File: src/hw/rtl/smcw_pkg.sv
// Package for the form mismatch correction watchdog.
// Correction codes, register indexes, reset values and latency-grace constants.
// No dependencies.
`default_nettype none

package smcw_pkg;

	typedef enum logic [1:0] {
		CORR_NONE  = 2'd0,
		CORR_START = 2'd1,
		CORR_FORCE = 2'd2
	} corr_t;

	typedef enum logic [1:0] {
		REG_MAX_TRANSITION = 2'd0,
		REG_FAILED_SWITCH  = 2'd1,
		REG_MISMATCH       = 2'd2
	} reg_idx_t;

	localparam int unsigned RegW  = 16;
	localparam int unsigned FrameW = 32;
	localparam int unsigned PingW = 16;

	localparam logic [RegW-1:0] MaxTransitionReset = 16'd120;
	localparam logic [RegW-1:0] FailedSwitchReset  = 16'd30;
	localparam logic [RegW-1:0] MismatchReset      = 16'd10;

	// grace = clamp(ping*60/1000 + 8, 8, 32); ping >= 400 saturates at 32
	localparam logic [5:0]       GraceMin   = 6'd8;
	localparam logic [5:0]       GraceMax   = 6'd32;
	localparam logic [PingW-1:0] PingSat    = 16'd400;
	// floor(x/50) == (x*1311) >> 16 for x < 1200
	localparam logic [10:0]      Recip50    = 11'd1311;

endpackage

`default_nettype wire

File: src/hw/rtl/state_mismatch_correction_watchdog.sv
// Form mismatch correction watchdog, top level.
// Input register, decision logic on registered state, output register.
// Depends on smcw_pkg.
`default_nettype none

// channel   direction  handshake              payload
// in        request    in_valid / in_stall    frame_stamp, desired_form, actual_form,
//                                             entering, leaving, ping_ms
// out       result     out_valid / out_stall  correction
// cfg       write      cfg_we                 cfg_index, cfg_data
//
// One request per cycle while out_stall is low; results pass the input and output registers.
// The state update is done in the cycle a request moves from the input register to
// the output register, so consecutive frames see each other's state.
// Reset clears all tracking state and loads the register reset values.
// out_stall holds the output register; in_stall rises only when both registers are full.

module state_mismatch_correction_watchdog (
	input  wire logic                       clk,
	input  wire logic                       arst_n,
	input  wire logic                       in_valid,
	output logic                            in_stall,
	input  wire logic [31:0]                frame_stamp,
	input  wire logic                       desired_form,
	input  wire logic                       actual_form,
	input  wire logic                       entering,
	input  wire logic                       leaving,
	input  wire logic signed [15:0]         ping_ms,
	output logic                            out_valid,
	input  wire logic                       out_stall,
	output logic [1:0]                      correction,
	input  wire logic                       cfg_we,
	input  wire logic [1:0]                 cfg_index,
	input  wire logic [15:0]                cfg_data
);
	import smcw_pkg::*;

	logic [RegW-1:0] max_trans_q, failed_sw_q, mismatch_q;

	logic                valid_s1;
	logic [FrameW-1:0]   now_s1;
	logic                want_s1, have_s1, ent_s1, lev_s1;
	logic [PingW-1:0]    ping_s1;

	logic                trans_active_q, trans_seen_q, trans_target_q;
	logic [FrameW-1:0]   trans_start_q, trans_last_q;
	logic                mismatch_flag_q, attempt_flag_q;
	logic [FrameW-1:0]   mismatch_start_q, attempt_start_q;

	logic                trans_active_d, trans_seen_d, trans_target_d;
	logic [FrameW-1:0]   trans_start_d, trans_last_d;
	logic                mismatch_flag_d, attempt_flag_d;
	logic [FrameW-1:0]   mismatch_start_d, attempt_start_d;
	corr_t               corr_d;
	corr_t               corr_q;

	logic                advance;
	logic                moving;
	logic [10:0]         ping3;
	logic [21:0]         quot_prod;
	logic [5:0]          grace;
	logic [FrameW-1:0]   dt_trans, dt_last, dt_attempt, dt_mismatch;
	logic [FrameW-1:0]   mis_start_eff;

	assign advance  = valid_s1 && (!out_valid || !out_stall);
	assign in_stall = valid_s1 && !advance;
	assign correction = corr_q;

	// configuration registers
	always_ff @(posedge clk or negedge arst_n) begin
		if (!arst_n) begin
			max_trans_q <= MaxTransitionReset;
			failed_sw_q <= FailedSwitchReset;
			mismatch_q  <= MismatchReset;
		end else if (cfg_we) begin
			case (reg_idx_t'(cfg_index))
				REG_MAX_TRANSITION: max_trans_q <= cfg_data;
				REG_FAILED_SWITCH:  failed_sw_q <= cfg_data;
				REG_MISMATCH:       mismatch_q  <= cfg_data;
				default: ;
			endcase
		end
	end

	// input register
	always_ff @(posedge clk or negedge arst_n) begin
		if (!arst_n) begin
			valid_s1 <= 1'b0;
		end else if (!in_stall) begin
			valid_s1 <= in_valid;
		end
	end

	always_ff @(posedge clk) begin
		if (in_valid && !in_stall) begin
			now_s1  <= frame_stamp;
			want_s1 <= desired_form;
			have_s1 <= actual_form;
			ent_s1  <= entering;
			lev_s1  <= leaving;
			ping_s1 <= ping_ms;
		end
	end

	// ping grace term, ping*60/1000 == floor(3*ping/50) for 0 <= ping < 400
	assign ping3     = {2'b00, ping_s1[8:0]} + {1'b0, ping_s1[8:0], 1'b0};
	assign quot_prod = {11'd0, ping3} * {11'd0, Recip50};

	always_comb begin
		if (ping_s1[PingW-1]) begin
			grace = GraceMin;
		end else if (ping_s1 >= PingSat) begin
			grace = GraceMax;
		end else begin
			grace = GraceMin + quot_prod[21:16];
		end
	end

	always_comb begin
		moving = ent_s1 || lev_s1;

		trans_active_d   = moving;
		trans_seen_d     = trans_seen_q;
		trans_target_d   = trans_target_q;
		trans_start_d    = trans_start_q;
		trans_last_d     = trans_last_q;
		mismatch_flag_d  = mismatch_flag_q;
		mismatch_start_d = mismatch_start_q;
		attempt_flag_d   = attempt_flag_q;
		attempt_start_d  = attempt_start_q;
		corr_d           = CORR_NONE;

		if (moving) begin
			if (!trans_active_q || (trans_target_q != ent_s1)) begin
				trans_start_d = now_s1;
			end
			trans_seen_d   = 1'b1;
			trans_target_d = ent_s1;
			trans_last_d   = now_s1;
		end

		dt_trans      = now_s1 - trans_start_d;
		dt_last       = now_s1 - trans_last_d;
		dt_attempt    = now_s1 - attempt_start_q;
		mis_start_eff = mismatch_flag_q ? mismatch_start_q : now_s1;
		dt_mismatch   = now_s1 - mis_start_eff;

		if ((have_s1 == want_s1) && !moving) begin
			mismatch_flag_d = 1'b0;
			attempt_flag_d  = 1'b0;
		end else if (moving) begin
			if (dt_trans >= {16'd0, max_trans_q}) begin
				corr_d = CORR_FORCE;
			end
		end else if (trans_seen_d && !attempt_flag_q && (trans_target_d == have_s1) &&
				(dt_last <= {26'd0, grace})) begin
			corr_d = CORR_NONE;
		end else if (attempt_flag_q) begin
			if (dt_attempt >= {16'd0, failed_sw_q}) begin
				corr_d = CORR_FORCE;
			end
		end else begin
			mismatch_flag_d  = 1'b1;
			mismatch_start_d = mis_start_eff;
			if (dt_mismatch >= {16'd0, mismatch_q}) begin
				attempt_flag_d  = 1'b1;
				attempt_start_d = now_s1;
				corr_d          = CORR_START;
			end
		end

		// force drops all tracking state
		if (corr_d == CORR_FORCE) begin
			trans_active_d   = 1'b0;
			trans_seen_d     = 1'b0;
			trans_target_d   = 1'b0;
			trans_start_d    = '0;
			trans_last_d     = '0;
			mismatch_flag_d  = 1'b0;
			mismatch_start_d = '0;
			attempt_flag_d   = 1'b0;
			attempt_start_d  = '0;
		end
	end

	// tracking state, updated as a request leaves the input register
	always_ff @(posedge clk or negedge arst_n) begin
		if (!arst_n) begin
			trans_active_q   <= 1'b0;
			trans_seen_q     <= 1'b0;
			trans_target_q   <= 1'b0;
			trans_start_q    <= '0;
			trans_last_q     <= '0;
			mismatch_flag_q  <= 1'b0;
			mismatch_start_q <= '0;
			attempt_flag_q   <= 1'b0;
			attempt_start_q  <= '0;
		end else if (advance) begin
			trans_active_q   <= trans_active_d;
			trans_seen_q     <= trans_seen_d;
			trans_target_q   <= trans_target_d;
			trans_start_q    <= trans_start_d;
			trans_last_q     <= trans_last_d;
			mismatch_flag_q  <= mismatch_flag_d;
			mismatch_start_q <= mismatch_start_d;
			attempt_flag_q   <= attempt_flag_d;
			attempt_start_q  <= attempt_start_d;
		end
	end

	// output register
	always_ff @(posedge clk or negedge arst_n) begin
		if (!arst_n) begin
			out_valid <= 1'b0;
		end else if (!out_valid || !out_stall) begin
			out_valid <= valid_s1;
		end
	end

	always_ff @(posedge clk) begin
		if (advance) begin
			corr_q <= corr_d;
		end
	end

endmodule

`default_nettype wire
File: config.mk
export PLATFORM = sky130hd
export DESIGN_NAME = state_mismatch_correction_watchdog
export DESIGN_NICKNAME = d
export VERILOG_FILES = /design/src/hw/rtl/smcw_pkg.sv /design/src/hw/rtl/state_mismatch_correction_watchdog.sv
export SDC_FILE = /design/constraint.sdc
export NUM_CORES = 1
export LEC_CHECK = 0
export BUFFER_PORTS_ARGS = -buffer_cell sky130_fd_sc_hd__buf_2
export CORE_ASPECT_RATIO = 0.7
export CORE_MARGIN = 5
export CORE_UTILIZATION = 41
export CTS_BUF_LIST = sky130_fd_sc_hd__clkbuf_16
export DETAILED_ROUTE_END_ITERATION = 10
export PLACE_DENSITY = 0.56
export SETUP_SLACK_MARGIN = 0.5
export SLEW_MARGIN = 20
export SYNTH_ARGS = -nofsm -noshare
export SYNTH_HDL_FRONTEND = slang
export SYNTH_SLANG_ARGS = --single-unit
File: constraint.sdc
create_clock -name clk -period 9.4 [get_ports clk]
set_input_delay 0 -clock clk [delete_from_list [all_inputs] [get_ports clk]]
set_output_delay 0 -clock clk [all_outputs]
set_load 0.01 [all_outputs]
# Yosys cells after proc, flatten, opt, wreduce, memory -nomap -nowiden
# Index checks and enable logic that the tools add are counted.
# totals
out_inout_bits	4
register_bits	237
elab_cells	114
# op_classes
addsub	6
n_eq_ne	13
n_mul	1
n_lt_le_gt_ge	5
n_reduce_logical	26
muxes	42
# ops
op	count
32-bit two-way mux	17
32-bit subtractor	4
32-bit by 16-bit greater-or-equal comparator with 1-bit output	3
32-bit by 6-bit <= comparator with 1-bit output	1
11-bit by 11-bit multiplier with 22-bit output, second input constant	1
1-bit two-way mux	17
16-bit by 9-bit greater-or-equal comparator with 1-bit output, second input constant	1
2-bit two-way mux	6
6-bit two-way mux	2
9-bit by 10-bit adder with 11-bit output	1
2-bit by 1-bit inequality test with 1-bit output, second input constant	4
1-bit logical AND	7
1-bit zero test	7
4-bit by 6-bit adder with 6-bit output, first input constant	1
3-bit by 1-bit inequality test with 1-bit output, second input constant	2
2-bit AND reduction	3
6-bit AND reduction	1
5-bit AND reduction	1
2-bit == test, second input constant	2
4-bit AND reduction	1
1-bit logical OR	3
3-bit by 2-bit inequality test with 1-bit output, second input constant	1
3-bit AND reduction	1
1-bit == test	2
other kinds (4)	4

# Longest topological paths before layout
# Gate-level depths: netlist (run 1).
# logic_depth
word_depth	13
depth_mapped	52

# Worst setup path before layout (run 1)
# Ideal clock, no wire load.
# synth_timing
kind	register -> register
start	register ping_s1[0]
end	register corr_q[0], in the netlist correction[0] (data pin)
path_buffers	2
setup_slack_ns	-0.399
path_stages_with_launch	51
t_arrival_ns	9.529
t_required_ns	9.131
path_cell_list	edfxtp_1 ha_1 inv_1 fa_1 inv_1 a21oi_1 o21bai_1 a21o_1 a21o_1 a21oi_1 nor2_1 nor2_1 xnor2_1 inv_1 fa_1 ha_1 inv_1 fa_1 [... 15 more ...] ha_1 xor2_1 xnor2_1 nor4b_1 a311oi_1 o211ai_1 ha_1 nand4_1 o21ai_0 a21oi_1 or4_1 nor4_1 nand4_1 or4_4 nor4_4 buf_6 buf_4 nor4_1
# synth_between
elab_chain_cells	10
# synth_rtl
item	line_no	source
start, declared	state_mismatch_correction_watchdog.sv:43	logic [PingW-1:0] ping_s1;
start signal, assigned	state_mismatch_correction_watchdog.sv:101	ping_s1 <= ping_ms;
9-bit by 10-bit adder with 11-bit output	state_mismatch_correction_watchdog.sv:106	assign ping3 = {2'b00, ping_s1[8:0]} + {1'b0, ping_s1[8:0], 1'b0};
11-bit by 11-bit multiplier with 22-bit output	state_mismatch_correction_watchdog.sv:107	assign quot_prod = {11'd0, ping3} * {11'd0, Recip50};
4-bit by 6-bit adder with 6-bit output	state_mismatch_correction_watchdog.sv:115	grace = GraceMin + quot_prod[21:16];
6-bit two-way mux (*)	state_mismatch_correction_watchdog.sv:112	end else if (ping_s1 >= PingSat) begin
6-bit two-way mux (*)	state_mismatch_correction_watchdog.sv:110	if (ping_s1[PingW-1]) begin
32-bit by 6-bit <= comparator with 1-bit output (*)	state_mismatch_correction_watchdog.sv:156	(dt_last <= {26'd0, grace})) begin
1-bit logical AND (*)	state_mismatch_correction_watchdog.sv:155	end else if (trans_seen_d && !attempt_flag_q && (trans_target_d == have_s1) &&
2-bit two-way mux (*)	state_mismatch_correction_watchdog.sv:155	
2-bit two-way mux (*)	state_mismatch_correction_watchdog.sv:151	end else if (moving) begin
2-bit two-way mux (*)	state_mismatch_correction_watchdog.sv:148	if ((have_s1 == want_s1) && !moving) begin
named net corr_d[0]	state_mismatch_correction_watchdog.sv:54	corr_t corr_d;
end signal, assigned	state_mismatch_correction_watchdog.sv:222	corr_q <= corr_d;
end, declared	state_mismatch_correction_watchdog.sv:55	corr_t corr_q;
# Mark *: on every way through the listed nets, which the timed path passes. The rest lies on a longest branch.
# A chain may end at the register's enable or synchronous reset.

# Worst setup path in the final report (run 1)
# layout_timing
start	register ping_s1[1]
end	register mismatch_start_q[8]
# layout_between
elab_chain_cells	13
# layout_rtl
item	line_no	source
9-bit by 10-bit adder with 11-bit output	state_mismatch_correction_watchdog.sv:106	
11-bit by 11-bit multiplier with 22-bit output	state_mismatch_correction_watchdog.sv:107	
4-bit by 6-bit adder with 6-bit output	state_mismatch_correction_watchdog.sv:115	
6-bit two-way mux (*)	state_mismatch_correction_watchdog.sv:112	
6-bit two-way mux (*)	state_mismatch_correction_watchdog.sv:110	
32-bit by 6-bit <= comparator with 1-bit output (*)	state_mismatch_correction_watchdog.sv:156	
1-bit logical AND (*)	state_mismatch_correction_watchdog.sv:155	
2-bit two-way mux	state_mismatch_correction_watchdog.sv:155	
2-bit two-way mux	state_mismatch_correction_watchdog.sv:151	
2-bit two-way mux	state_mismatch_correction_watchdog.sv:148	
2-bit == test	state_mismatch_correction_watchdog.sv:173	if (corr_d == CORR_FORCE) begin
2-bit by 1-bit inequality test with 1-bit output (no source line)	-	
5-bit AND reduction (no source line)	-	
end signal, assigned	state_mismatch_correction_watchdog.sv:205	mismatch_start_q <= mismatch_start_d;
end, declared	state_mismatch_correction_watchdog.sv:48	logic [FrameW-1:0] mismatch_start_q, attempt_start_q;
# Mark *: on every way between the ends. The rest lies on a longest branch, timed or not.

==> results of run 1 <==
==> placed cells by master (no fill, tap or decap), drive strengths merged, types with 12 or more instances in the layout <==
cell           n
nor2         114
and3          16
clkbuf        34
nand2        262
nor3          34
o211ai        23
nor2b         19
or3           16
nand3         45
mux2i         93
buf          174
dlygate4sd3   96
o21a          20
a31oi         23
and2          15
nand2b        26
a21o          58
fa            36
o21bai        16
xnor2         77
nand4         31
dfrtp        173
o21ai        169
o31ai        129
a2111oi       12
a21oi        153
o41a          32
mux2          37
ha           276
o22ai         34
a211oi        33
xor2          32
edfxtp        54
inv          216
==> worst paths after layout <==
kind / depth (start not counted) / startpoint / end
max in group asynchronous: 3 / arst_n / trans_last_q[21]
min in group asynchronous: 2 / arst_n / mismatch_q[2]
min: 4 / cfg_index[1] / max_trans_q[13]
max: 52 / ping_s1[1] / mismatch_start_q[8]
max reg2reg: 52 / ping_s1[1] / mismatch_start_q[8]
min reg2reg: 2 / trans_last_q[23] / trans_last_q[23]
==> state kept, by name, summed over array words and instances (netlist names), 32 cells and up <==
register and flops:
trans_last_q 32, now_s1 32, mismatch_start_q 32, trans_start_q 32, attempt_start_q 32
==> metrics by stage <==
stage | setup TNS [ns] | area (um^2) | total power [mW] | instances | util (%)
6_report | -23.67 | 26350 | 6.015 | 3461 | 48.79
5_1_grt | -62.62 | 26350 | 6.607 | 3459 | 48.78
4_1_cts | -23.61 | 26030 | 5.949 | 3449 | 48.20
3_5_place_dp | -40.39 | 23900 | 4.819 | 3289 | 44.25
3_3_place_gp | -20.54 | 23900 | 4.761 | 3289 | 44.25
2_1_floorplan | -4.619 | 22580 | 3.888 | 2533 | -
==> logic make-up (layout without fill, tap and decap cells) <==
kind of cell / Yosys count / after routing / share of synthesized area, %
other cells: 0 / 2 / 0
mux: 130 / 130 / 5.989
flops: 237 / 237 / 27.61
xor+xnor: 109 / 109 / 4.243
compound gates: 777 / 777 / 23.92
buf+inv: 333 / 529 / 6.117
simple gates: 635 / 635 / 13.57
fa+ha+maj: 312 / 312 / 18.55
==> worst min-delay path, delay by kind of cell <==
kind / cells / cell delay, ns
buf+inv: 2 / 0.32
compound gates: 1 / 0.19
simple gates: 1 / 0.04
==> metal layers <==
metal	global-route usage, %	vias up	wire length (um)
met2	35.24	632	30480
li1	-	9682	-
met5	0	-	0
met1	37.80	9940	37710
met3	3.481	69	5150
met4	4.366	0	1503
==> timing repair <==
item | in CTS | in global routing
pin swaps | 7 | 33
cloned | 3 | 7
hold buffers | 96 | 0
setup endpoints to repair | 67 | 67
setup buffers | 11 | 3
gates resized for setup | 46 | 23
hold endpoints to repair | 176 | 0
==> power by group through the flow <==
stage	clock network [mW]	logic (mW)	registers, mW
after floorplan	0	2.60	1.29
after global placement	0	3.42	1.34
after detailed placement	0	3.47	1.34
after CTS	1.04	3.58	1.33
after global routing	1.08	4.18	1.35
final	1.02	3.67	1.33
==> layout make-up <==
class,count,area share (%)
inverters,202,2.877
clock inverters,23,0.5223
clock buffers,27,2.564
well taps,730,3.466
repair buffers,277,9.169
flip-flops and latches,237,23.58
multi-input cells,1963,57.80
diodes,2,0.01899
==> metrics.cfg, run 1 <==
[floorplanning]
rows = 71
core_area_um2 = 54010
start_util_pct = 41.66
dieArea_um2 = 59740
die_h_um = 206.0
io_pins = 79
fp.dieW_um = 290.0

[logic_synthesis]
async_flop_share_pct = 77.22
syn_nets = 2920
yosys_warnings = 0
yosysTopAreaCell = dfrtp_1
synthTopCellsByArea = dfrtp_1, ha_1, edfxtp_1
avgSynthCellArea_um2 = 8.883
yosysMostFrequentCell = ha_1
ys_types = 87
ys_ff_latch = 237
synth_common_cells = ha_1, nand2_1, inv_1
syn-cell-area_um2 = 22500
synth_edf_count = 54
yosysSeqAreaShare_pct = 27.61
synth-main-ff-cell = dfrtp_1
synthCells = 2533
yosysTopAreaCellShare_pct = 19.24

[setup_path]
worst-setup-path-type = reg2reg
crit_slowest_cell = fa_1
cp_data_required_time_ns = 9.82
cp-start-kind = flop
worstPathMaxFanout = 7
cpPeakStageDelay_ns = 0.48
crit_family = adder cells
crit_buf_inv = 11
r2r_slack_ns = -0.40
endpoint_kind = flop
crit_arrival_ns = 10.22

[run]
maxCapViolCount = 0

[drt]
drc = 0
routed-via-count = 20323
post_drt_via_cell_ratio = 5.872
antenna_left = 0
drtIter0Drc = 1735
wl_per_cell_um = 21.63
drt_first_pass_iters = 7
finalWirelength_um = 74850

[timing]
max_freq_mhz = 102.0
setup_viol = 67
slew_violations = 0
hold_viol_final = 0
rsz0062_at_grt = true
worst_pin_slew_ns = 1.057
max_slew_margin_pct = 29.52
setup_slack_ns = -0.3996
fin_skew_ns = 0.01259
holdWs_ns = 0.03436
period_minus_slack_ns = 9.800
final.period_utilization_pct = 104.3

[pwr]
power.switching_mw = 2.682
combPwrFrac_pct = 61.0
p_leak_nw = 11.48
power_density_nw_per_um2 = 228.3
power.share.clock_pct = 16.9
ir_drop_v = 0.0002030
p_int_mw = 3.333
seqPwrFrac_pct = 22.1
swShare_pct = 44.59

[run_status]
status = complete, but fails checks
violations = setup timing

[placement]
gp_congestion = 0.9301
dp_hpwl_um = 55650
pre_cts_slack_ns = -0.6535
io_buffers = 78

[grt]
grt_max_degree = 87
grt_usage_pct = 24.07
antenna_found_initial = 3
overflow = 0
grt_pass1_vias = 19547
grt_pass1_wl_um = 115100

[clock_tree]
cts_htree_levels = 1
cts_tree = yes
clock_latency_ns = 0.58
clk_pin_slew_ns = 0.06
clkSinkCount = 237
numCtsBuffers = 27
cts_max_path_buffers = 3
cts_root_buf = clkbuf_16

[cells_and_area]
final_nets = 3095
drive_gt1_share_pct = 13.70
area_growth_pct = 17.10
final-seq-area_um2 = 6215
n_fill_cell = 5186
multi_input_area_um2 = 15230

[hold_path]
hold_class = in2reg

Power figures use the tool's default switching activity.
==> run 2, diff against run 1 <==
clock period = 8.1 ns   (was 9.4 ns; I/O delays follow)
==> run 2 against run 1 <==
Effect of this change: the run still ends with setup timing left; final cell count increased by 1.1%; via count increased by 0.56%; register-to-register slack got worse by 1.3 ns; cell area increased by 1.5%; clock power increased by 22%; maximum frequency about the same; sequential power increased by 17%; utilization increased by 0.76 points; worst hold slack improved by 0.023 ns; clock skew increased by 0.011 ns.
==> metrics.cfg, run 2 (synthesis gave the netlist of run 1 again) <==
[run_status]
status = complete, but fails checks
violations = setup timing

[cells_and_area]
drive_gt1_share_pct = 14.92
n_fill_cell = 5062
mostFrequentLayoutCells = ha_1, nand2_1, inv_1
final_cells = 3499
final_nets = 3134
final_util_pct = 49.54
layout_commonest_cell = ha_1
multi_input_area_um2 = 15250
area_growth_pct = 18.92
antenna_cells = 0
final-seq-area_um2 = 6215

[setup_path]
crit_arrival_ns = 10.23
crit_slowest_cell = fa_1
cp-start-kind = flop
cp_data_required_time_ns = 8.53
crit_start = ping_s1[1]
worstPathMaxFanout = 9
cpPeakStageDelay_ns = 0.47
r2r-end = mismatch_start_q[16]
r2r_slack_ns = -1.70
r2r_cells = 53
worst-setup-path-type = reg2reg
endpoint = mismatch_start_q[16]
r2r-start = ping_s1[1]
endpoint_kind = flop

[grt]
grt_usage_pct = 24.66
antenna_found_initial = 0
overflow = 0
grt_pass1_wl_um = 116700
grt_pass1_vias = 19844
grt_max_degree = 87

[placement]
io_buffers = 78
dp.cells = 3314
gp_congestion = 0.9215
dp_hpwl_um = 56870

[drt]
drtIter0Drc = 1816
drt_first_pass_iters = 8
post_drt_via_cell_ratio = 5.841
wl_per_cell_um = 21.84
routed-via-count = 20437
antenna_left = 0
finalWirelength_um = 76420
drc = 0

[timing]
fin_skew_ns = 0.02312
period_minus_slack_ns = 9.797
setup_slack_ns = -1.697
rsz0062_at_grt = true
max_slew_margin_pct = 30.90
hold_viol_final = 0
slew_violations = 0
max_freq_mhz = 102.1
setup_viol = 67
final.period_utilization_pct = 121.0
worst_pin_slew_ns = 1.036

[pwr]
power_density_nw_per_um2 = 267.2
p_leak_nw = 11.68
power_mw = 7.149
ir_drop_v = 0.0002901

[clock_tree]
clk_pin_slew_ns = 0.06
numCtsBuffers = 28
cts_root_buf = clkbuf_16
clkSinkCount = 237
clock_latency_ns = 0.59
cts_htree_levels = 1
cts_tree = yes
cts_max_path_buffers = 3

[floorplanning]
start_util_pct = 41.66
core_area_um2 = 54010
die_h_um = 206.0
rows = 71
dieArea_um2 = 59740
io_pins = 79
fp.dieW_um = 290.0

[run]
maxCapViolCount = 0

[hold_path]
whs_path_depth = 4
hold_class = in2reg

==> run 2: what timing repair did <==
item                                   4_1_cts  5_1_grt
gates resized for setup                     46       33
setup endpoints to repair                   67       72
pin swaps                                   36       34
cloned                                       6        4
hold buffers                               102        0
buffers inserted                            17        4
endpoints found under the hold margin      192        0
==> run 2: cell type report <==
| cell class | count | area share [%] |
|---|---|---|
| Tap cell | 730 | 3.413 |
| Clock buffer | 28 | 2.619 |
| Inverter | 202 | 2.834 |
| Clock inverter | 24 | 0.6313 |
| Timing Repair Buffer | 315 | 10.30 |
| Sequential cell | 237 | 23.23 |
| Multi-Input combinational cell | 1963 | 56.98 |
==> run 2: critical path: cells and delay by family, from the launching register on <==
kind | cells | cell delay (ns)
flops | 1 | 0.41
buf+inv | 12 | 1.03
compound gates | 15 | 1.79
xor+xnor | 4 | 0.72
fa+ha+maj | 10 | 3.50
simple gates | 12 | 2.18
==> run 2: how the worst min path moves through the flow <==
stage / startpoint / endpoint / slack [ns]
3_3_place_gp: arst_n / mismatch_q[6] / 0.11
3_5_place_dp: arst_n / mismatch_q[7] / 0.12
4_1_cts: cfg_index[0] / max_trans_q[0] / 0.02
2_1_floorplan: arst_n / attempt_flag_q / -0.30
5_1_grt: cfg_index[0] / max_trans_q[0] / 0.07
6_report: cfg_index[1] / max_trans_q[0] / 0.06
==> run 2: stage by stage <==
stage	setup slack, ns	hold slack, ns	area (um^2)	TNS (ns)
finish	-1.697	0.05777	26760	-111.60
global route	-2.255	0.06927	26760	-148.88
global placement	-1.785	0.1108	24070	-114.09
floorplan	-1.416	-0.2956	22580	-91.72
CTS	-1.786	0.02277	26450	-116.24
detailed placement	-2.133	0.1187	24070	-136.81
==> run 2: where the power goes <==
part / switching [mW] / total [mW] / internal [mW]
clock network: 0.569 / 1.24 / 0.666
logic: 2.44 / 4.36 / 1.92
registers: 0.161 / 1.56 / 1.40
==> run 2: routing by layer <==
layer | vias up | GRT usage (%) | part of all wire, % | wire length (um)
li1 | 9751 | - | - | -
met4 | 0 | 7.010 | 3.1 | 2331
met5 | - | 0 | 0 | 0
met3 | 104 | 4.716 | 7.8 | 5977
met1 | 9883 | 37.81 | 49 | 37610
met2 | 699 | 35.11 | 40 | 30500
